$ cat src/rtl/lhs_ram.sv
// generic simple dual-port ram (one write port, one read port) with registered read
`default_nettype none
module lhs_ram #(
   parameter int Width = 32,
   parameter int Depth = 16
) (
   input  wire logic                     clock,
   input  wire logic                     wr_en,
   input  wire logic [$clog2(Depth)-1:0] wr_addr,
   input  wire logic [Width-1:0]         wr_data,
   input  wire logic [$clog2(Depth)-1:0] rd_addr,
   output logic      [Width-1:0]         rd_data
);
   logic [Width-1:0] mem [Depth];
   always_ff @(posedge clock) begin
      if (wr_en) mem[wr_addr] <= wr_data;
      rd_data <= mem[rd_addr];
   end
endmodule
`default_nettype wire

$ cat config.mk
export PLATFORM = sky130hd
export DESIGN_NAME = lhs_ram
export DESIGN_NICKNAME = d
export VERILOG_FILES = /design/src/rtl/lhs_ram.sv
export SDC_FILE = /design/constraint.sdc
export NUM_CORES = 1
export LEC_CHECK = 0
export BUFFER_PORTS_ARGS = -buffer_cell sky130_fd_sc_hd__buf_2
export CAP_MARGIN = 25
export CORE_MARGIN = 2
export CORE_UTILIZATION = 50
export DETAILED_ROUTE_END_ITERATION = 7
export PLACE_DENSITY = 0.67
export SYNTH_ARGS = -nofsm -noshare
export SYNTH_HDL_FRONTEND = slang
export SYNTH_SLANG_ARGS = --single-unit
$ cat constraint.sdc
create_clock -name clock -period 10.9 [get_ports clock]
set_clock_uncertainty 0.1 [all_clocks]
set_input_delay 0.545 -clock clock [delete_from_list [all_inputs] [get_ports clock]]
set_output_delay 0.545 -clock clock [all_outputs]
set_load 0.01 [all_outputs]
* After elaboration in Yosys (flattened, before gate mapping) *
Memory sizes are Yosys's and may differ from the RTL's. A register that Yosys moved wholly into a read port is not among the register bits.
Index checks and enable logic that the tools add are counted.

storage, ports and cells
  memories = 1
  input port bits = 42
  flip-flop bits (word level) = 0
  RAM bits = 512
  logic and storage cells = 3

cells by class
  mux-type cells = 2

memory list
  memory  words  bits a word  read ports  clocked after Yosys merged registers in  write ports  RTL line  text
  mem     16     32           1           1                                        1            14        logic [Width-1:0] mem [Depth];

operators with widths
  operator          count
  1-bit 2-to-1 mux  2

* Depth between registers and ports, before layout *
Gate-level depths: netlist of run 1.

  depth after elaboration = 2
  depth in mapped cells = 5
  gate-level depth less buffers = 3

* Worst setup path after synthesis of run 1 *
Ideal clock, no wire load.

  path type = input -> register
  from = input port wr_addr[2]
  to = memory mem[0][0], enable pin
  setup time = 0.461 ns
  arrival = 3.263 ns
  path buffers = 0
  stages on the path = 2
  setup slack = 7.075 ns
  required time = 10.339 ns
  path through = or3b_2 nor3_1

RTL lines
  element             RTL line  text
  start: declaration  9         input wire logic [$clog2(Depth)-1:0] wr_addr,
  end: declaration    14

Straight into the memory's write port.

==> impl_metrics.tcl, run 1 <==
set metrics [dict create \
    status "finished clean" \
    critPathCaptureType "flop" \
    routed_via_density 6.01 \
    drive_above_1_share_pct 32.9 \
    crit_path_start_kind "input pin" \
    antenna_found_initial 7 \
    multiInputGateArea_sq_um 3750 \
    track_usage_pct 20.4 \
    place.gp.congestion 0.706 \
    arrival_ps 3500 \
    rr_endpoint "rd_data[6]" \
    clkLatencyLatePin_ps 560 \
    overflow 0 \
    wl_met1_mm 17.6 \
    rsz0062_at_grt "false" \
    leakage_nw 7.32 \
    fin_ws_ps 7740 \
    setup_viol 0 \
    postRouteAntennaNets 0 \
    synthCells 838 \
    grt_pass1_vias 9129 \
    routed.top_layer "met5" \
    final_nets 990 \
    dr_wl_met3_mm 3.07 \
    powerDensity_nw_per_um2 193 \
    port_buffers 73 \
    cts_resized 0 \
    crit_chain "clkbuf_8, buf_4, buf_4, mux4_2, a22oi_1, nand2_1" \
    syn_nets 880 \
    hold_violations 0 \
    syn_area_per_cell_sq_um 23.7 \
    drtIter0Drc 1084 \
    cp_data_required_time_ps 11240 \
    die_h_um 203 \
    fin_util_pct 58.5 \
    timing.rr.start "mem[2][6]" \
    ys_types 18 \
    grt_max_degree 68 \
    fin_tns_setup_ps 0 \
    wl_mm 41.0 \
    cp_common_cell "buf_4" \
    root_buffer "clkbuf_16" \
    relSlewSlack_pct 33.6 \
    cp_max_fo 60 \
    min_path_type "in -> reg" \
    hold_depth 1 \
    hold_path_end "mem[6][12]" \
    yosysSeqAreaShare_pct 80.7 \
    max_freq_ghz 0.316 \
    holdBufCountCts 0 \
    ys_seq_elements 544 \
    ios 74 \
    vias 9085 \
    die_x_um 203 \
    htreeDepth 2 \
    drt_first_pass_iters 5 \
    coreArea_sq_um 38900 \
    drc 0 \
    hpwlAfterDp_mm 21.1 \
    dr_wl_met2_mm 19.8 \
    hold_start "wr_data[12]" \
    grt_pass1_wl_mm 60.9 \
    reg2reg_slack_ps 9460 \
    fin_crit_ps 3160 \
    worst_r2r_path_depth 3 \
    die_area_sq_um 41300 \
    clock_path_buffers 3 \
    ir_worst_vdd_uv 99.7 \
    dpl_cell_area_sq_um 21000 \
    cts_tree "done" \
    final_area_sq_um 22800 \
    area_delta_synth_final_pct 14.7 \
    crit_path_top_delay_cell "buf_4" \
    path_class "in -> reg" \
    tightest_slew_ps 996 \
    fillers 2764 \
    synth_warnings 0 \
    pre_cts_ws_ps 7060 \
    clock_sinks 544 \
    cts_setup_buffers 0 \
    wl_per_cell_um 27.1 \
    syn_area_sq_um 19900 \
    max_stage_delay_ps 740 \
    cts_buffers 52 \
    cap_violations 0 \
    period_share_pct 29.0 \
    finalMaxSlewViolations 0 \
    start_util_pct 51.0 \
    register_area_sq_um 16000 \
    rows 72 \
    clk_pin_slew_worst_paths_ps 60 \
]
## state kept, by name (all words and copies together), names as in the netlist
register and flops:
mem 512, rd_data 32
## layer usage
metal	global-route usage, %	vias to the layer above
li1	-	3797
met4	4.67	6
met5	0	-
met3	3.53	48
met2	31.2	352
met1	31.3	4882
## Yosys cell counts
cell / count / area [sq um]
nand3_1: 1 / 5.00
nor2b_1: 2 / 12.5
and2_1: 1 / 6.26
clkbuf_1: 17 / 63.8
edfxtp_1: 512 / 15400
nand3b_1: 2 / 15.0
buf_4: 11 / 82.6
nor2_1: 13 / 48.8
nand2_1: 33 / 124
nand2b_1: 2 / 12.5
or3b_2: 1 / 8.76
buf_1: 9 / 33.8
nor3_1: 4 / 20.0
buf_2: 4 / 20.0
dfxtp_1: 32 / 641
mux4_2: 128 / 2880
buf_6: 2 / 22.5
a22oi_1: 64 / 480
## cell type report
| type | instances | area share [%] |
|---|---|---|
| sequential | 544 | 70.3 |
| multi-input combinational | 251 | 16.5 |
| clock buffer | 71 | 6.25 |
| tap | 518 | 2.85 |
| timing repair buffer | 99 | 2.58 |
| clock inverter | 25 | 1.45 |
| antenna | 4 | 0.0440 |
## how the worst max path moves through the flow
stage                           from           to  slack (ps)  cells past startpoint
final                     rd_addr[0]  rd_data[22]        7740                      6
after global routing      rd_addr[0]  rd_data[22]        7360                      6
after CTS                 rd_addr[0]  rd_data[22]        7650                      6
after detailed placement  rd_addr[0]  rd_data[22]        7060                      6
after global placement    rd_addr[0]  rd_data[22]        7060                      6
after floorplan           wr_addr[2]    mem[0][0]        7080                      2
## cell usage in the layout, fill, tap and decap left out
master,synthesis,final
a22oi_1,64,64
and2_2,0,1
buf_12,0,1
buf_2,4,71
buf_4,11,25
buf_6,2,1
bufinv_16,0,8
clkbuf_1,17,15
clkbuf_16,0,53
clkbuf_8,0,4
clkinv_1,0,3
clkinv_2,0,11
clkinv_4,0,1
clkinvlp_4,0,2
dfxtp_1,32,32
diode_2,0,4
edfxtp_1,512,512
mux4_2,128,128
nand2_1,33,33
nand2b_1,2,2
nand3_1,1,1
nand3b_1,2,2
nor2_4,0,13
nor2b_4,0,2
nor3_2,0,4
or3b_2,1,1
## critical path: cells and delay by family
kind            cells  cell delay [ps]
simple gates        1               70
compound gates      1              240
mux                 1              600
buf+inv             3             1950
## per-stage QoR
step           total power [mW]  hold slack [ps]  std cells
4_1_cts                    4.42              231       1508
2_1_floorplan              2.51              535        838
6_report                   4.39              253       1512
3_5_place_dp               2.60              556       1412
3_3_place_gp               2.60              550       1410
5_1_grt                    4.53              247       1510
## kinds of logic after synthesis
family / count (synthesis) / synth area share (%)
DFF: 544 / 80.7
and+or+nand+nor: 59 / 1.27
buffers and inverters: 43 / 1.12
muxes: 128 / 14.5
AOI/OAI and AO/OA: 64 / 2.42
## where the power goes
group | total, mW | switching, mW | internal, mW
clock | 1.83 | 0.730 | 1.10
sequential | 2.35 | 0.0147 | 2.34
combinational | 0.202 | 0.119 | 0.0828
Power figures use the tool's default switching activity.
==> inputs of run 2 (changes only) <==
Settings changed: ABC_AREA set to 1, PLACE_DENSITY 0.67 to 0.69.
Clock period 10.9 ns to 2.6 ns, I/O delays scaled along.
==> run 2 against run 1 <==
Die area up 14%. Register-to-register slack worse by 8000 ps. Cell count up 90%. Largest power group unchanged.
==> impl_metrics.tcl, run 2 <==
set metrics [dict create \
    drt_first_pass_iters 5 \
    drc 0 \
    synthTopCellsByCount "nand2_1, edfxtp_1, inv_1" \
    reg.largest.list "mem x512, rd_data x32" \
    drtIter0Drc 1444 \
    port_buffers 73 \
    postRouteAntennaNets 0 \
    wl_per_cell_um 18.2 \
    yosysMostFrequentCell "nand2_1" \
    syn_area_sq_um 22700 \
    area_delta_synth_final_pct 14.4 \
    track_usage_pct 22.8 \
    min_path_type "in -> reg" \
    place_inst 2738 \
    fin_crit_ps 1400 \
    clk_pin_slew_worst_paths_ps 60 \
    relSlewSlack_pct 52.5 \
    ys_seq_elements 544 \
    ys_types 15 \
    synth_ff_type "edfxtp_1" \
    multiInputGateArea_sq_um 4670 \
    overflow 0 \
    die_x_um 217 \
    path_class "reg -> out" \
    root_buffer "clkbuf_16" \
    grt_pass1_vias 14700 \
    setup_viol 0 \
    hold_start "rd_addr[1]" \
    rows 78 \
    cp_data_required_time_ps 2370 \
    n_antenna_cell 0 \
    leakage_nw 11.1 \
    cp_max_fo 1 \
    hpwlAfterDp_mm 28.5 \
    syn_area_per_cell_sq_um 10.7 \
    top_register "mem" \
    die_h_um 217 \
    crit_path_top_delay_cell "dfxtp_1" \
    pre_cts_ws_ps 786 \
    finalMaxSlewViolations 0 \
    cts_tree "done" \
    hold_violations 0 \
    synth_warnings 0 \
    start_util_pct 50.4 \
    cap_violations 0 \
    cts_setup_buffers 0 \
    grt_max_degree 129 \
    yosysSeqAreaShare_pct 70.5 \
    clkLatencyLatePin_ps 600 \
    crit_path_start_kind "flop" \
    cts_buffers 54 \
    crit_family "flip-flops" \
    grt_pass1_wl_mm 82.4 \
    period_share_pct 53.9 \
    wl_mm 52.4 \
    drive_above_1_share_pct 9.86 \
    mostFrequentLayoutCells "nand2_1, edfxtp_1, inv_1, nand3_1, buf_2" \
    dpl_cell_area_sq_um 23800 \
    hold_ws_ps 61.2 \
    powerDensity_nw_per_um2 741 \
    synthTopCellsByArea "edfxtp_1, nand2_1, nand3_1" \
    status "finished clean" \
    synth-edff-count 512 \
    path_buf_inv 1 \
    fin_tns_setup_ps 0 \
    place.gp.congestion 0.778 \
    ir_worst_vdd_uv 550 \
    synth.largest_area_cell "edfxtp_1" \
    timing.rr.start "mem[9][13]" \
    startpoint "rd_data[31]" \
    holdBufCountCts 33 \
    clock_path_buffers 3 \
    vias 14800 \
    fin_ws_ps 1200 \
    rsz0062_at_grt "false" \
    clock_sinks 544 \
    cts_resized 0 \
    largest_reg_flops 512 \
    ios 74 \
    routed_via_density 5.14 \
    synth_top_area_share_pct 67.6 \
    coreArea_sq_um 45100 \
    max_freq_ghz 0.714 \
    max_stage_delay_ps 410 \
    die_area_sq_um 47200 \
    antenna_found_initial 2 \
    critPathCaptureType "output port" \
    htreeDepth 2 \
    fin_cells 2872 \
    arrival_ps 1170 \
    register_area_sq_um 16000 \
    final_nets 2269 \
    tightest_slew_ps 713 \
    async_flop_share_pct 0 \
    final_area_sq_um 26000 \
    mostFrequentLayoutCell "nand2_1" \
    syn_nets 2162 \
    crit_chain "buf_2" \
    fillers 3625 \
    synthCells 2120 \
]
-- run 2: worst paths after layout --
kind	to	cells past startpoint	slack (ps)
setup / recovery	rd_data[31]	1	1200
hold / removal	rd_data[13]	6	60
setup reg to reg	rd_data[13]	6	1450
hold reg to reg	rd_data[23]	6	540
-- run 2: stage by stage --
stage	power, mW	utilization [%]
2_1_floorplan	10.7	-
4_1_cts	19.4	57.7
6_report	19.3	57.7
3_5_place_dp	11.2	52.7
5_1_grt	19.9	57.7
3_3_place_gp	11.2	52.7
-- run 2: area by class of cell --
type	count	area share (%)
inverters	390	5.66
multi-input cells	1081	17.9
flip-flops and latches	544	61.6
repair buffers	156	4.64
clock inverters	25	1.24
clock buffers	76	6.03
well taps	600	2.89
-- run 2: logic make-up (layout without fill, tap and decap cells) --
family                 Yosys count  in the layout  synth area share (%)
buffers and inverters          495            647                  9.54
flip-flops                     544            544                  70.5
AND/OR/NAND/NOR               1081           1081                  20.0
-- run 2: per-layer routing --
metal	wire, um	global-route usage (%)	share of wire (%)	vias up
li1	-	-	-	7044
met1	21600	30.1	41	7066
met2	25800	38.9	49	555
met3	3640	3.75	6.9	96
met4	1330	7.24	2.5	2
met5	13	0	0.025	-
-- run 2: worst min-delay path, delay by kind of cell --
| family | cells | cell delay, ps |
|---|---|---|
| buf+inv | 2 | 260 |
| simple gates | 4 | 300 |
-- run 2: power by group --
group | leakage [nW] | switching [mW] | internal (mW) | total (mW)
clock network | 0.923 | 3.25 | 4.98 | 8.23
registers | 4.90 | 0.0545 | 9.80 | 9.85
logic | 5.30 | 0.821 | 0.358 | 1.18
total | 11.1 | 4.13 | 15.1 | 19.3
